`src/rtl/core/vts_pkg.sv`:
```
// shared constants for the volume trilinear sampler
// no dependencies; imported by every module of the block
package vts_pkg;

    // parameter defaults
    localparam int AXIS_MAX_DEF   = 64;
    localparam int VALUE_BITS_DEF = 16;
    localparam int FRAC_BITS_DEF  = 12;

    // fixed field widths
    localparam int COORD_W     = 24;
    localparam int IDX_W       = 6;
    localparam int IN_VALUE_W  = 16;
    localparam int OUT_W       = 16;
    localparam int SIZE_W      = 7;
    localparam int CFG_INDEX_W = 2;

    // configuration register indexes
    localparam logic [CFG_INDEX_W-1:0] REG_SIZE_X = 2'd0;
    localparam logic [CFG_INDEX_W-1:0] REG_SIZE_Y = 2'd1;
    localparam logic [CFG_INDEX_W-1:0] REG_SIZE_Z = 2'd2;

    // size register reset value
    localparam logic [SIZE_W-1:0] SIZE_RESET = 7'd64;

    // operation codes
    localparam logic OP_WRITE  = 1'b0;
    localparam logic OP_SAMPLE = 1'b1;

endpackage

```
`src/rtl/core/vts_lerp.sv`:
```
// two-stage linear blend a + f*(b-a), rounded to nearest with ties upward
// depends on vts_pkg
module vts_lerp
    import vts_pkg::*;
#(
    parameter int VALUE_BITS = VALUE_BITS_DEF,
    parameter int FRAC_BITS  = FRAC_BITS_DEF
)
(
    input  logic                         clk,
    input  logic signed [VALUE_BITS-1:0] a,
    input  logic signed [VALUE_BITS-1:0] b,
    input  logic        [FRAC_BITS-1:0]  f,
    output logic signed [VALUE_BITS-1:0] lerp_out
);

    localparam int PW = VALUE_BITS + FRAC_BITS + 2;
    localparam int TW = VALUE_BITS + FRAC_BITS + 3;

    logic signed [VALUE_BITS:0]   diff;
    logic signed [FRAC_BITS:0]    f_signed;
    logic signed [PW-1:0]         prod;
    logic signed [PW-1:0]         prod_reg;
    logic signed [VALUE_BITS-1:0] a_reg;
    logic signed [TW-1:0]         total;

    // first stage: difference times weight
    assign diff     = (VALUE_BITS+1)'(b) - (VALUE_BITS+1)'(a);
    assign f_signed = signed'({1'b0, f});
    assign prod     = PW'(diff) * PW'(f_signed);

    always_ff @(posedge clk)
    begin
        prod_reg <= prod;
        a_reg    <= a;
    end

    // second stage: add scaled base and half, floor shift
    assign total = (TW'(a_reg) <<< FRAC_BITS) + TW'(prod_reg)
                   + (TW'(1) <<< (FRAC_BITS - 1));
    assign lerp_out = total[FRAC_BITS +: VALUE_BITS];

endmodule

```
`config.mk`:
```
export PLATFORM = sky130hd
export DESIGN_NAME = vts_lerp
export DESIGN_NICKNAME = d
export VERILOG_FILES = /design/src/rtl/core/vts_pkg.sv /design/src/rtl/core/vts_lerp.sv
export SDC_FILE = /design/constraint.sdc
export NUM_CORES = 1
export LEC_CHECK = 0
export ABC_CLOCK_PERIOD_IN_PS = 8950
export BUFFER_PORTS_ARGS = -buffer_cell sky130_fd_sc_hd__buf_2
export CAP_MARGIN = 30
export CORE_MARGIN = 2
export CORE_UTILIZATION = 25
export DETAILED_ROUTE_END_ITERATION = 7
export GPL_TIMING_DRIVEN = 1
export SETUP_SLACK_MARGIN = 0.05
export SLEW_MARGIN = 40
export SYNTH_ARGS = -nofsm -noshare
export SYNTH_HDL_FRONTEND = slang
export SYNTH_SLANG_ARGS = --single-unit
export TNS_END_PERCENT = 5
```
`constraint.sdc`:
```
create_clock -name clk -period 8.95 [get_ports clk]
set_input_delay 0.4475 -clock clk [delete_from_list [all_inputs] [get_ports clk]]
set_output_delay 0.4475 -clock clk [all_outputs]
set_load 0.005 [all_outputs]
```
Word level (Yosys, flattened, before mapping)
Cells that the tools add are included.

Latch bits: 0. ROM bits: 0. Bits in writable memories: 0. Register bits after elaboration: 44. Memories kept: 0. Logic and storage cells: 6. Output and inout bits: 16.

$add $sub $neg: 3. Shift-type cells: 0. Bitwise logic cells: 0. Divide/modulo/power cells: 0. Multipliers: 1. Equal/unequal tests: 0. Muxes and demuxes: 0. Reduce and logical (&&, ||, !) cells: 0. $lt $le $gt $ge: 0.

Operators by type and width (count): adder 28 x 13 -> 28 bit, second input constant (1); adder 28 bit (1); multiplier 17 x 13 -> 28 bit (1); subtractor 16 x 16 -> 17 bit (1).

Logic depth before layout (Yosys ltp)
Depth after elaboration: 2. Gate-level depth with buffers: 30. Depth with buffers taken out: 29.

Worst setup path before layout
OpenSTA, ideal clock, no wires.

Kind: input to register. Start point: input port b[0]. End point: register prod_reg[27]. Required time: 8823 ps. Slack: 1892 ps. Data arrival time: 6931 ps. Cell stages on the path: 30. Cell sequence: inv_1 -> ha_1 -> fa_1 -> nor2b_1 -> o31a_1 -> o2111ai_1 -> a31oi_1 -> a21o_1 -> a21oi_1 -> xnor2_1 -> clkbuf_1 -> and2_1 -> fa_1 -> inv_1 -> fa_1 -> inv_1 -> fa_1 -> fa_1 -> inv_1 -> fa_1 -> inv_1 -> ha_1 -> o21a_1 -> o21a_1 -> o21a_1 -> o21ai_1 -> a2111oi_2 -> or4_4 -> a31oi_4 -> xnor2_1.

Longest elaborated chain between the ends: 2.

Ends and longest elaborated chain: start: declaration (RTL line vts_lerp.sv:12) `input logic signed [VALUE_BITS-1:0] b,`; subtractor 16 x 16 -> 17 bit (RTL line vts_lerp.sv:28) `assign diff = (VALUE_BITS+1)'(b) - (VALUE_BITS+1)'(a);`; multiplier 17 x 13 -> 28 bit (RTL line vts_lerp.sv:30) `assign prod = PW'(diff) * PW'(f_signed);`; net prod[27] (RTL line vts_lerp.sv:22) `logic signed [PW-1:0] prod;`; end signal: assignment (RTL line vts_lerp.sv:34) `prod_reg <= prod;`; end: declaration (RTL line vts_lerp.sv:23) `logic signed [PW-1:0] prod_reg;`.

The timed path passes the listed nets, and every way through them passes these cells.

Worst setup path in the final report
Start point: input port a[1]. End point: register prod_reg[27].

Longest elaborated chain between the ends: 2.

Ends and longest elaborated chain: start: declaration (RTL line vts_lerp.sv:11) `input logic signed [VALUE_BITS-1:0] a,`; subtractor 16 x 16 -> 17 bit (RTL line vts_lerp.sv:28); multiplier 17 x 13 -> 28 bit (RTL line vts_lerp.sv:30); net prod[27] (RTL line vts_lerp.sv:22).

The timed path passes the listed nets, and every way through them passes these cells.

==> out/qor.yml <==
run_status:
  status: "completed"
clocking:
  clockBufferDepth: 2
  clkTransAtPathRegs_ns: 0.05
  htree_levels: 2
  numCtsBuffers: 5
  clock-root-buffer: "clkbuf_16"
  cts_resized: 0
  cts_tree: "built"
  ctsHoldBuffers: 0
  clock_sinks: 33
  post_cts_buffers: 0
yosys:
  synth.avg_cell_area_sq_um: 8.59
  netlist.area_leader.share: 0.357
  synth_edf_count: 0
  yosys.area_share.adder: 0.481
  synthArstFlopShare: 0
  synthCells: 1142
  ys_seq_elements: 33
  yosys.area_share.xor_xnor: 0.0496
  synth_top_family_by_area: "adder cells"
  synthDistinctLibCells: 64
  seq_area_frac_synth: 0.0674
  synth_most_common_cell: "inv_1"
  synthTopCellsByArea: "fa_1 (36%), ha_1 (12%), inv_1 (9.4%)"
  synthMuxAreaShare: 0.00102
  syn-num-nets: 1459
  synth_compound_area_frac: 0.113
  synth_area_sq_um: 9800
  synth_top_cells_by_count: "inv_1 (245), fa_1 (175), nand2_1 (110)"
  yosys.area_share.simple: 0.176
  synth_ff_type: "dfxtp_1"
  synth.largest_area_cell: "fa_1"
  yosys_warnings: 0
critical_path:
  worst_path_max_delay_cell: "or4_4"
  worstSetupStartpointType: "input port"
  path_max_fanout: 13
  slowest_delay_ns: 0.57
  critical_path.endpoint_type: "flip-flop"
  worst_ep_arrival_time_ns: 7.74
  timing_worst_setup_path_type: "in -> reg"
  required_ns: 9.11
finish:
  area_growth_pct: 10.5
  drive_gt1_frac: 0.0863
  num-fill-cells: 4133
  final_nets: 1487
  largest_reg_flops: 17
global_routing:
  first_global_vias: 7980
  antenna_found_initial: 0
  grt_max_degree: 30
  track_usage: 0.121
  grt_first_pass_wirelength_mm: 40.2
  grt-ovfl-total: 0
sta:
  fin_tns_setup_ns: 0
  max_freq_ghz: 0.132
  worstMarginPinSlew_ns: 0.746
  setup_viol: 0
  min_period_over_period: 0.847
  rsz0062_at_grt: "no"
  period_minus_slack_ns: 7.58
  drv_slew: 0
  max-slew-margin-rel: 0.499
  hold_violations: 0
route:
  vias_per_cell: 4.47
  drtIter0Drc: 387
  num_vias: 7557
  wl_per_cell_um: 14.0
  drc: 0
  wl_mm: 23.6
  ant_nets: 0
  dr.pass1.iters: 5
floorplan:
  chipWidth_um: 202
  die_h_um: 202
  ios: 61
  die-area_sq_um: 40800
  core_sq_um: 38600
  placementRows: 72
  start_util: 0.254
placed_design:
  hpwl_mm: 20.0
  port_buffers: 60
  place_congestion: 0.846
run:
  cap_violations: 0
min_path:
  min_path_type: "in -> reg"
worst paths after layout:
path,startpoint,to,slack [ns],cells after the start
min,a[7],a_reg[7],0.28,1
max,a[1],prod_reg[27],1.37,28
stage by stage:
stage | util | instance area [sq um] | std cells | hold WS [ns] | setup WS, ns
final | 0.280 | 10800 | 1689 | 0.280 | 1.37
after detailed placement | 0.276 | 10700 | 1681 | 0.571 | 0.828
after CTS | 0.280 | 10800 | 1688 | 0.271 | 1.12
after global placement | 0.275 | 10600 | 1681 | 0.571 | 1.04
after floorplan | - | 9800 | 1142 | 0.475 | 1.89
after global routing | 0.280 | 10800 | 1688 | 0.270 | 0.920
critical path: cells and delay by family:
family | cells | cell delay [ns]
buffers and inverters | 7 | 0.63
AOI/OAI and AO/OA | 7 | 1.38
and+or+nand+nor | 6 | 2.18
xor gates and xnor gates | 1 | 0.07
adders and majority gates | 7 | 3.03
final cells by class:
| class | instances | area, sq um | share of cell area |
|---|---|---|---|
| well taps | 518 | 648 | 0.0598 |
| clock inverters | 2 | 35.0 | 0.00323 |
| repair buffers | 68 | 360 | 0.0333 |
| diodes | 1 | 2.50 | 0.000231 |
| clock buffers | 5 | 125 | 0.0115 |
| multi-input cells | 817 | 8080 | 0.746 |
| inverters | 245 | 920 | 0.0849 |
| flip-flops and latches | 33 | 661 | 0.0610 |
cell families after synthesis:
| kind of cell | Yosys count |
|---|---|
| adder cells (fa/ha/maj) | 272 |
| buffers and inverters | 292 |
| flip-flops | 33 |
| AO/OA/AOI/OAI | 160 |
| multiplexers | 1 |
| AND/OR/NAND/NOR | 330 |
| XOR/XNOR | 54 |
cell usage in the layout (no fill, tap or decap), types with 6 or more instances in the layout:
master and instances:
a21o_1 10, a21oi_1 42, and2_1 87, and3_1 14, buf_2 60, buf_4 8
dfxtp_1 33, fa_1 175, ha_1 96, inv_1 245, nand2_1 110, nand2b_1 11
nand3_1 16, nor2_1 24, nor2b_1 29, nor3_1 12, o211ai_1 12, o21a_1 14
o21ai_0 29, o311a_1 7, o311ai_1 6, or2_2 6, or3_1 9, xnor2_1 40
xor2_1 9
layer usage:
layer  vias to the layer above  part of all wire  track usage
met2                       136              0.50        0.218
met3                        14             0.036       0.0182
met5                         -                 0            0
met4                         0            0.0080       0.0131
li1                       3600                 -            -
met1                      3807              0.45        0.157
Power is left out: the tool's default activity adds up to more than one toggle a clock period on the data nets, which glitch-free logic cannot reach.
