### src/rtl/core/vts_pkg.sv
// shared constants for the volume trilinear sampler
// no dependencies; imported by every module of the block
package vts_pkg;

    // parameter defaults
    localparam int AXIS_MAX_DEF   = 64;
    localparam int VALUE_BITS_DEF = 16;
    localparam int FRAC_BITS_DEF  = 12;

    // fixed field widths
    localparam int COORD_W     = 24;
    localparam int IDX_W       = 6;
    localparam int IN_VALUE_W  = 16;
    localparam int OUT_W       = 16;
    localparam int SIZE_W      = 7;
    localparam int CFG_INDEX_W = 2;

    // configuration register indexes
    localparam logic [CFG_INDEX_W-1:0] REG_SIZE_X = 2'd0;
    localparam logic [CFG_INDEX_W-1:0] REG_SIZE_Y = 2'd1;
    localparam logic [CFG_INDEX_W-1:0] REG_SIZE_Z = 2'd2;

    // size register reset value
    localparam logic [SIZE_W-1:0] SIZE_RESET = 7'd64;

    // operation codes
    localparam logic OP_WRITE  = 1'b0;
    localparam logic OP_SAMPLE = 1'b1;

endpackage

### src/rtl/core/vts_axis_split.sv
// one axis of a sample point: clamp to the grid and split into cell and fraction
// depends on vts_pkg
module vts_axis_split
    import vts_pkg::*;
#(
    parameter int AXIS_MAX  = AXIS_MAX_DEF,
    parameter int FRAC_BITS = FRAC_BITS_DEF
)
(
    input  logic signed [COORD_W-1:0]       coord,
    input  logic        [SIZE_W-1:0]        size_cfg,
    output logic        [$clog2(AXIS_MAX)-1:0] idx_lo,
    output logic        [$clog2(AXIS_MAX)-1:0] idx_hi,
    output logic        [FRAC_BITS-1:0]     frac,
    output logic                            clamped
);

    localparam int AW = $clog2(AXIS_MAX);
    localparam int CW = (AW + FRAC_BITS + 1 > COORD_W + 1) ? AW + FRAC_BITS + 1 : COORD_W + 1;

    logic        [AW-1:0] dim_m1;
    logic signed [CW-1:0] coord_ext;
    logic signed [CW-1:0] upper;
    logic signed [CW-1:0] coord_clamped;
    logic                 below;
    logic                 above;

    // effective size saturated to [2, AXIS_MAX], minus one
    always_comb
    begin
        if (32'(size_cfg) < 2)
        begin
            dim_m1 = AW'(1);
        end
        else if (32'(size_cfg) > AXIS_MAX)
        begin
            dim_m1 = AW'(AXIS_MAX - 1);
        end
        else
        begin
            dim_m1 = AW'(size_cfg - 7'd1);
        end
    end

    // clamp to [0, (dim-1) << frac]
    assign coord_ext = CW'(coord);
    assign upper     = signed'(CW'(dim_m1) << FRAC_BITS);
    assign below     = coord[COORD_W-1];
    assign above     = coord_ext > upper;
    assign clamped   = below | above;

    always_comb
    begin
        if (below)
        begin
            coord_clamped = '0;
        end
        else if (above)
        begin
            coord_clamped = upper;
        end
        else
        begin
            coord_clamped = coord_ext;
        end
    end

    // cell, fraction and upper neighbour held at the edge
    assign idx_lo = coord_clamped[FRAC_BITS +: AW];
    assign frac   = coord_clamped[FRAC_BITS-1:0];
    assign idx_hi = (idx_lo == dim_m1) ? idx_lo : idx_lo + AW'(1);

endmodule

### config.mk
export PLATFORM = sky130hd
export DESIGN_NAME = vts_axis_split
export DESIGN_NICKNAME = d
export VERILOG_FILES = /design/src/rtl/core/vts_pkg.sv /design/src/rtl/core/vts_axis_split.sv
export SDC_FILE = /design/constraint.sdc
export NUM_CORES = 1
export LEC_CHECK = 0
export ABC_AREA = 1
export BUFFER_PORTS_ARGS = -buffer_cell sky130_fd_sc_hd__buf_2
export CAP_MARGIN = 40
export CORE_MARGIN = 5
export CORE_UTILIZATION = 43
export DETAILED_ROUTE_END_ITERATION = 8
export GPL_ROUTABILITY_DRIVEN = 0
export PLACE_DENSITY = 0.77
export SETUP_SLACK_MARGIN = 0.15
export SLEW_MARGIN = 15
export SYNTH_ARGS = -nofsm -noshare
export SYNTH_HDL_FRONTEND = slang
export SYNTH_SLANG_ARGS = --single-unit
### constraint.sdc
create_clock -name vclk -period 2.4
set_input_delay 0 -clock vclk [all_inputs]
set_output_delay 0 -clock vclk [all_outputs]
set_load 0.05 [all_outputs]
==> results of run 1 <==
[kinds of logic after synthesis]
kind of cell,after synthesis
simple gates,133
buf+inv,42
fa+ha+maj,8
compound gates,7
xor+xnor,4
[synth_stat cells, drive strengths merged (2+ instances only)]
cell / number / share of area, %
buf: 2 / 1.6
nand2: 65 / 27
xor2: 2 / 1.7
a21oi: 4 / 3.0
nand3: 18 / 13
nor2: 39 / 18
ha: 8 / 9.7
inv: 38 / 14
xnor2: 2 / 1.7
nand4: 11 / 7.3
[per-stage QoR]
step	setup slack, ps	hold slack, ps	cell area, um^2
after floorplan	-168.0	151.4	1236
after global placement	-306.8	372.1	1723
after detailed placement	-354.7	380.7	1723
==> impl_metrics.json, run 1 <==
{
  "post-cts-setup-buffer-count": 26,
  "failing_step": "clock tree synthesis (4_1_cts)",
  "synth_simple_gate_area_share_pct": 65.30,
  "synthMuxAreaShare_pct": 0,
  "synth.yosys.seq_area_share_pct": 0,
  "syn_nets": 233,
  "synth-compound-area-share_pct": 5.562,
  "chipHeight_um": 59.06,
  "synth_xor_area_share_pct": 3.386,
  "total_of_warnings_raised_by_yosys": 0,
  "io_pins": 56,
  "synthAdderAreaFrac_pct": 9.674,
  "toolErrorMsg": "[ERROR DPL-0038] Utilization greater than 100%, impossible to legalize",
  "placementRows": 17,
  "die_w_um": 59.06,
  "synth_top_family_by_area": "simple AND/OR/NAND/NOR gates",
  "run_status": "aborted with a tool error",
  "syn-instance-count": 194,
  "post_synth_instance_area_mm2": 0.001035,
  "avgSynthCellArea_um2": 5.334,
  "hpwlAfterDp_um": 2855,
  "io_buffers": 56,
  "synthDistinctLibCells": 24,
  "holdBufCountCts": 0,
  "post-place-cells": 301,
  "cts.repair.resized": 104,
  "starting_density_pct": 45.89
}
==> inputs of run 2 (changes only) <==
Settings changed: CORE_AREA set to 5 5 66 68, CORE_MARGIN 5 to not set, CORE_UTILIZATION 43 to not set, DIE_AREA set to 0 0 71 73, PLACE_DENSITY 0.77 to not set, PLACE_DENSITY_LB_ADDON set to 0.15, SETUP_SLACK_MARGIN 0.15 to not set.
Clock period 2.4 ns to 3.1 ns, I/O delays scaled along.
==> run 2 against run 1 <==
Net effect: the run now ends clean; area after synthesis is the same; synthesized cell count is the same.
==> impl_metrics.json, run 2 <==
{
  "drive_above_1_share_pct": 39.13,
  "ys_top_cells_by_area": "sky130_fd_sc_hd__nand2_1, sky130_fd_sc_hd__inv_1, sky130_fd_sc_hd__nor2_1, sky130_fd_sc_hd__ha_1, sky130_fd_sc_hd__nand2_2",
  "synth_commonest_cells": "sky130_fd_sc_hd__nand2_1, sky130_fd_sc_hd__inv_1, sky130_fd_sc_hd__nor2_1, sky130_fd_sc_hd__nand2_2, sky130_fd_sc_hd__nand3_1",
  "placementRows": 23,
  "wire_length_of_the_first_global_routing_pass_um": 5106,
  "hpwlAfterDp_um": 2574,
  "drv.max_cap_violation_count": 0,
  "grt_max_degree": 17,
  "power_report.internal_total_uw": 92.44,
  "n_fill_cell": 468,
  "path_cells": "buf_2, nor2_4, nand4_2, nand2_2, nand3_1, nand2_1, ha_1, nand2_1, inv_2, nand2_1, nor2_2, nand3_2, clkinv_1, nor2_4, nand2_1, nand2_2, inv_1, ha_1, xor2_1, nand2_1, nand2_1, buf_2",
  "via_per_inst": 4.228,
  "syn-instance-count": 194,
  "register_area_um2": 0,
  "leakagePower_nw": 0.8845,
  "layout.cells.most_common_list": "sky130_fd_sc_hd__buf_2, sky130_fd_sc_hd__nand2_1, sky130_fd_sc_hd__inv_1",
  "combinationalPowerShare_pct": 100.0,
  "grt.total_usage_pct": 11.46,
  "number_of_global_route_vias_before_repair": 1164,
  "power.share.sequential_pct": 0,
  "number_of_antenna_violations_at_the_first_check_in_global_routing": 0,
  "setup.worst_path.start_class": "input port",
  "grt_overflow": 0,
  "floorplan.die_area_mm2": 0.005183,
  "num-clock-buffers": 0,
  "timing.hold.worst.class": "input port to primary output",
  "min_period_over_period_pct": 88.83,
  "design.seq.count": 0,
  "max-vdd-ir-drop_mv": 0.09345,
  "crit_arrival_ps": 2750,
  "post_synth_instance_area_mm2": 0.001035,
  "timing.critical_path.mode_cell": "sky130_fd_sc_hd__nand2_1",
  "timing.fmax_ghz": 0.3632,
  "ant_nets": 0,
  "worstPathBufferInverterCount": 5,
  "total_of_warnings_raised_by_yosys": 0,
  "synthDistinctLibCells": 24,
  "net-switching-power_uw": 226.0,
  "avgSynthCellArea_um2": 5.334,
  "diodes": 0,
  "worstMarginPinSlew_ps": 366.9,
  "post_layout_nonfiller_instances": 303,
  "starting_density_pct": 27.24,
  "power.density_cell_area_mw_per_mm2": 226.2,
  "route.final.wire_length_um": 2941,
  "crit_slowest_cell": "sky130_fd_sc_hd__ha_1",
  "synth_largest_type_area_fraction_pct": 18.14,
  "drc_violation_total_after_the_first_tritonroute_iteration": 40,
  "worst_ep_required_time_ps": 3100,
  "critical_path.top_delay_family": "simple AND/OR/NAND/NOR gates",
  "wl_per_cell_um": 9.706,
  "chipHeight_um": 73,
  "number_of_failing_setup_endpoints_in_the_final_timing_report": 0,
  "power.share.clock_pct": 0,
  "power_switching_share_pct": 70.97,
  "io_buffers": 56,
  "areaGrowthSynthToFinish_pct": 36.03,
  "placeableCoreArea_mm2": 0.003799,
  "multiInputGateArea_um2": 870.8,
  "io_pins": 56,
  "final_net_count": 294,
  "most_common_library_cell_in_the_layout_ignoring_fill_and_taps": "sky130_fd_sc_hd__buf_2",
  "run_status": "complete, no violations",
  "syn_nets": 233,
  "setup_tns_ps": 0,
  "synth_largest_area_cell": "sky130_fd_sc_hd__nand2_1",
  "post_detailed_route_drc_marker_count": 0,
  "hold_violations": 0,
  "synth.most_common_cell": "sky130_fd_sc_hd__nand2_1",
  "cp_max_fo": 5,
  "dr_total_vias": 1281,
  "die_w_um": 71,
  "cpPeakStageDelay_ps": 260,
  "holdBufCountCts": 0,
  "rsz0062_at_grt": "no",
  "worstSetupEndpointType": "primary output",
  "timing.max_slew.rel_slack_pct": 75.51,
  "synth.yosys.seq_area_share_pct": 0,
  "timing.final.max_slew_violations": 0,
  "post-place-cells": 298,
  "criticalPathCategory": "input port to primary output",
  "post-route-min-period_ps": 2754,
  "drtPass1Iterations": 4
}
[run 2: logic make-up after synthesis]
family,share of synthesized area (%)
and+or+nand+nor,65.30
AOI/OAI and AO/OA,5.562
buffers and inverters,16.08
xor gates and xnor gates,3.386
adders and majority gates,9.674
[run 2: cell type report]
type                       instances  share of cell area, %
timing repair buffer              62                  23.29
inverter                          39                  10.40
multi-input combinational        152                  61.87
tap                               50                  4.444
[run 2: path summary, 6_finish.rpt]
path                  cells past startpoint  slack (ps)   endpoint         from
worst max-delay path                     22         350  idx_hi[2]  size_cfg[2]
worst min-delay path                      4         380    frac[9]     coord[9]
[run 2: what timing repair did]
item / in CTS / in global routing
setup endpoints to repair: 0 / 6
buffers inserted: 0 / 5
gates resized for setup: 0 / 4
[run 2: stage by stage]
stage	instance area (um^2)	util (%)	total power [mW]	setup slack [ps]	hold slack, ps
2_1_floorplan	1035	-	0.2386	182.6	215.2
3_3_place_gp	1365	35.94	0.3161	210.5	375.8
3_5_place_dp	1365	35.94	0.3137	173.3	376.1
4_1_cts	1365	35.94	0.3148	162.2	377.7
5_1_grt	1408	37.06	0.3535	9.561	387.0
6_report	1408	37.06	0.3185	346.4	375.0
[run 2: power by group through the flow]
stage / combinational [mW] / sequential (mW) / clock [mW]
final: 0.318 / 0 / 0
after floorplan: 0.239 / 0 / 0
after detailed placement: 0.314 / 0 / 0
after CTS: 0.315 / 0 / 0
after global routing: 0.354 / 0 / 0
after global placement: 0.316 / 0 / 0
[run 2: layer usage]
layer / up-vias / part of all wire [%] / track usage [%]
met2: 22 / 49 / 20.39
met3: 0 / 3.7 / 0.6887
met1: 537 / 47 / 16.18
met4: 0 / 0 / 0
li1: 722 / - / -
met5: - / 0 / 0
Note: power is estimated with default switching activity, not from simulation.
==> inputs of run 3 (changes only) <==
Settings changed: BUFFER_PORTS_ARGS -buffer_cell sky130_fd_sc_hd__buf_2 to -buffer_cell sky130_fd_sc_hd__buf_4.
==> run 3 against run 2 <==
Net effect: combinational power grew 8.2%; critical path depth is 3 higher; sequential share of layout area did not move; worst setup slack got worse by 33 ps; design area is 8.9% higher; final cell count fell by 0.66%.
==> impl_metrics.json, run 3 (synthesized netlist as in run 2, its figures left out) <==
{
  "timing.final.max_slew_violations": 0,
  "critical_path_depth": 25,
  "number_of_global_route_vias_before_repair": 1157,
  "timing.fmax_ghz": 0.3589,
  "via_per_inst": 4.316,
  "timing.max_slew.rel_slack_pct": 75.32,
  "cpPeakStageDelay_ps": 270,
  "timing.critical_path.mode_cell": "sky130_fd_sc_hd__nand2_1",
  "register_area_um2": 0,
  "met2_usage_pct": 20.60,
  "run_status": "complete, no violations",
  "layout.cells.most_common_list": "sky130_fd_sc_hd__buf_4, sky130_fd_sc_hd__nand2_1, sky130_fd_sc_hd__inv_1",
  "ant_nets": 0,
  "placementRows": 23,
  "crit_slowest_cell": "sky130_fd_sc_hd__ha_1",
  "grt_max_degree": 17,
  "post_detailed_route_drc_marker_count": 0,
  "setup_ws_ps": 313.6,
  "drc_violation_total_after_the_first_tritonroute_iteration": 53,
  "pre_cts_slack_ps": 202.3,
  "grt_overflow": 0,
  "hold_violations": 0,
  "die_w_um": 71,
  "rsz0062_at_grt": "no",
  "setup.worst_path.start_class": "input port",
  "cp_max_fo": 5,
  "wl_per_cell_um": 9.748,
  "drtPass1Iterations": 4,
  "power.density_cell_area_mw_per_mm2": 224.6,
  "number_of_antenna_violations_at_the_first_check_in_global_routing": 0,
  "timing.hold.worst.class": "input port to primary output",
  "drv.max_cap_violation_count": 0,
  "io_buffers": 56,
  "min_period_over_period_pct": 89.88,
  "chipHeight_um": 73,
  "worst_ep_required_time_ps": 3100,
  "design.seq.count": 0,
  "floorplan.die_area_mm2": 0.005183,
  "most_common_library_cell_in_the_layout_ignoring_fill_and_taps": "sky130_fd_sc_hd__buf_4",
  "crit_arrival_ps": 2790,
  "route.final.wire_length_um": 2934,
  "leakagePower_nw": 0.9137,
  "criticalPathCategory": "input port to primary output",
  "groute.layer.met1.usage_pct": 14.79,
  "max-vdd-ir-drop_mv": 0.07512,
  "critical_path.top_delay_family": "simple AND/OR/NAND/NOR gates",
  "grt.total_usage_pct": 11.03,
  "wire_length_of_the_first_global_routing_pass_um": 5016,
  "min_path_cells": 4,
  "met3_resource_use_gr_pct": 0.6887,
  "dr_total_vias": 1299,
  "post-route-min-period_ps": 2786,
  "number_of_failing_setup_endpoints_in_the_final_timing_report": 0,
  "starting_density_pct": 27.24,
  "io_pins": 56,
  "holdBufCountCts": 0,
  "final_net_count": 292,
  "worstMarginPinSlew_ps": 369.8,
  "global_routing_s_busiest_layer": "met2",
  "setup_tns_ps": 0,
  "worstPathBufferInverterCount": 8,
  "diodes": 0,
  "worstSetupEndpointType": "primary output",
  "hp-start": "coord[8]",
  "drive_above_1_share_pct": 39.04,
  "hpwlAfterDp_um": 2612,
  "num-clock-buffers": 0,
  "areaGrowthSynthToFinish_pct": 48.13,
  "sink_of_the_worst_hold_path": "frac[8]",
  "placeableCoreArea_mm2": 0.003799
}
==> run 3: cell types whose count changed in the layout (fill, tap and decap cells not counted), sizes merged <==
cell,change
buf,-2
==> run 3: worst max path at each step <==
stage / slack (ps) / from / end
after floorplan: 180 / size_cfg[0] / idx_hi[4]
after global placement: 250 / size_cfg[0] / idx_hi[0]
after detailed placement: 200 / size_cfg[0] / idx_hi[4]
after CTS: 200 / size_cfg[0] / idx_hi[4]
after global routing: 10 / size_cfg[0] / idx_hi[4]
final: 310 / size_cfg[0] / idx_hi[4]
==> run 3: worst min-delay path, cell delays in order <==
cell and delay [ps]:
sky130_fd_sc_hd__buf_4 110, sky130_fd_sc_hd__inv_1 40, sky130_fd_sc_hd__nor2_1 30, sky130_fd_sc_hd__buf_4 180
==> run 3: final cells by class <==
type | instances | area, um^2
Timing Repair Buffer | 60 | 450.4
Multi-Input combinational cell | 152 | 873.3
Fill cell | 432 | 2266
Tap cell | 50 | 62.56
Inverter | 39 | 146.4
==> run 3: report_power, final <==
group | switching (mW) | leakage [nW] | internal, mW
clock | 0 | 0 | 0
sequential | 0 | 0 | 0
combinational | 0.227 | 0.914 | 0.117
total | 0.227 | 0.914 | 0.117
==> run 3: metal layers <==
layer	up-vias	share of wire, %
li1	719	-
met1	554	45
met2	26	50
met3	0	4.6
met4	0	0
met5	-	0
==> run 3: what timing repair did <==
| action | CTS | global route |
|---|---|---|
| setup buffers | 0 | 3 |
| setup endpoints to repair | 0 | 5 |
| gates resized for setup | 0 | 3 |
==> run 3: through the flow <==
step	cell area, um^2	total power [mW]	std cells	hold slack (ps)	util, %
after CTS	1505	0.3440	298	364.6	39.62
after floorplan	1035	0.2386	194	215.2	-
final	1533	0.3443	301	363.1	40.35
after detailed placement	1505	0.3427	298	363.0	39.62
after global placement	1505	0.3451	298	363.2	39.62
after global routing	1533	0.3771	301	374.3	40.35
==> inputs of run 4 (changes only) <==
Clock period 3.1 ns to 2.7 ns, I/O delays scaled along.
==> run 4 against run 3 <==
Net effect: sequential share of layout area is the same; design area grew 33%; first-iteration DRC count shrank 13%; highest routed layer is now met4; non-clock buffer count grew 20; final cell count grew 7.0%.
==> impl_metrics.json, run 4 (synthesized netlist as in run 2, its figures left out) <==
{
  "drv.max_cap_violation_count": 0,
  "criticalPathCategory": "input port to primary output",
  "drc_violation_total_after_the_first_tritonroute_iteration": 46,
  "run_status": "complete, no violations",
  "most_common_library_cell_in_the_layout_ignoring_fill_and_taps": "sky130_fd_sc_hd__buf_4",
  "drtPass1Iterations": 4,
  "timing.max_slew.rel_slack_pct": 50.48,
  "die_w_um": 71,
  "number_of_failing_setup_endpoints_in_the_final_timing_report": 0,
  "drive_above_1_share_pct": 59.19,
  "wl_per_cell_um": 11.12,
  "design.seq.count": 0,
  "worstSetupEndpointType": "primary output",
  "post-route-min-period_ps": 2682,
  "number_of_antenna_violations_at_the_first_check_in_global_routing": 0,
  "dr_total_vias": 1430,
  "cpPeakStageDelay_ps": 270,
  "path_cells": "buf_6, inv_4, buf_4, nand4_4, nand2_4, a21oi_4, inv_2, ha_4, inv_1, nor2_1, nand2_1, nor2_2, nand3_4, nand3_4, nand2_4, a21oi_2, nor2_2, nor2_4, nand3_4, nand2_2, nand2_2, buf_8",
  "grt_max_degree": 14,
  "wire_length_of_the_first_global_routing_pass_um": 5257,
  "crit_arrival_ps": 2680,
  "crit_slowest_cell": "sky130_fd_sc_hd__ha_4",
  "endpoint": "idx_hi[4]",
  "worst_ep_required_time_ps": 2700,
  "pre_cts_slack_ps": -32.85,
  "num-clock-buffers": 0,
  "timing.fmax_ghz": 0.3728,
  "final_core_utilization_pct": 53.79,
  "setup_ws_ps": 17.82,
  "setup.worst_path.start_class": "input port",
  "holdBufCountCts": 0,
  "timing.final.max_slew_violations": 0,
  "io_buffers": 56,
  "met3RoutedLength_um": 158,
  "layout.cells.most_common_list": "sky130_fd_sc_hd__buf_4, sky130_fd_sc_hd__nand2_1, sky130_fd_sc_hd__inv_1",
  "ant_nets": 0,
  "io_pins": 56,
  "setup_tns_ps": 0,
  "areaGrowthSynthToFinish_pct": 97.46,
  "final_net_count": 313,
  "via_per_inst": 4.441,
  "chipHeight_um": 73,
  "met2WireLength_um": 1990,
  "max-vdd-ir-drop_mv": 0.09704,
  "placeableCoreArea_mm2": 0.003799,
  "starting_density_pct": 27.24,
  "rsz0062_at_grt": "yes",
  "register_area_um2": 0,
  "post_detailed_route_drc_marker_count": 0,
  "top_layer_used": "met4",
  "floorplan.die_area_mm2": 0.005183,
  "power.density_cell_area_mw_per_mm2": 251.6,
  "diodes": 0,
  "grt.total_usage_pct": 11.72,
  "timing.hold.worst.class": "input port to primary output",
  "cp_max_fo": 7,
  "placedInstanceArea_mm2": 0.001647,
  "final_cell_area_mm2": 0.002043,
  "worstSetupStartpoint": "size_cfg[0]",
  "hold_violations": 0,
  "leakagePower_nw": 1.072,
  "min_period_over_period_pct": 99.34,
  "worstMarginPinSlew_ps": 742.0,
  "hpwlAfterDp_um": 2697,
  "route.final.wire_length_um": 3581,
  "wl_met1_um": 1422,
  "number_of_global_route_vias_before_repair": 1234,
  "timing.critical_path.mode_cell": "sky130_fd_sc_hd__nand3_4",
  "grt_overflow": 0,
  "placementRows": 23
}
[run 4: power by group]
part	total, mW	internal [mW]	leakage (nW)	switching [mW]
Clock	0	0	0	0
Sequential	0	0	0	0
Combinational	0.514	0.202	1.07	0.312
[run 4: timing repair]
action / 4_1_cts / 5_1_grt
pin swaps: 0 / 36
gates cloned: 0 / 1
endpoints found under the setup margin: 6 / 6
setup buffers: 0 / 8
gates resized for setup: 2 / 73
[run 4: through the flow]
stage | total power [mW] | instances | hold WS (ps)
floorplan | 0.2831 | 194 | 215.2
global placement | 0.4309 | 313 | 362.1
detailed placement | 0.4272 | 313 | 363.0
CTS | 0.4322 | 313 | 364.5
global route | 0.5542 | 322 | 367.7
finish | 0.5141 | 322 | 363.0
[run 4: how the worst min path moves through the flow]
stage,startpoint,end,slack [ps],depth (start not counted)
after detailed placement,coord[2],frac[2],360,4
after global routing,coord[2],frac[2],370,4
final,coord[2],frac[2],360,4
after global placement,coord[9],frac[9],360,4
after CTS,coord[2],frac[2],360,4
after floorplan,coord[0],frac[0],220,2
[run 4: cell type report]
type	instances	area, um^2
Fill cell	385	1755
Inverter	39	155.1
Multi-Input combinational cell	153	1160
Tap cell	50	62.56
Timing Repair Buffer	80	665.6
[run 4: worst max-delay path: cells and delay by family]
family / cells / cell delay [ps]
AOI/OAI and AO/OA: 2 / 360
adders and majority gates: 1 / 270
buffers and inverters: 6 / 490
and+or+nand+nor: 13 / 1520
[run 4: per-layer routing]
layer / vias up / global-route usage (%)
met2: 27 / 22.04
met3: 2 / 0.8264
met5: - / 0
met1: 634 / 15.44
met4: 0 / 0.2088
li1: 767 / -
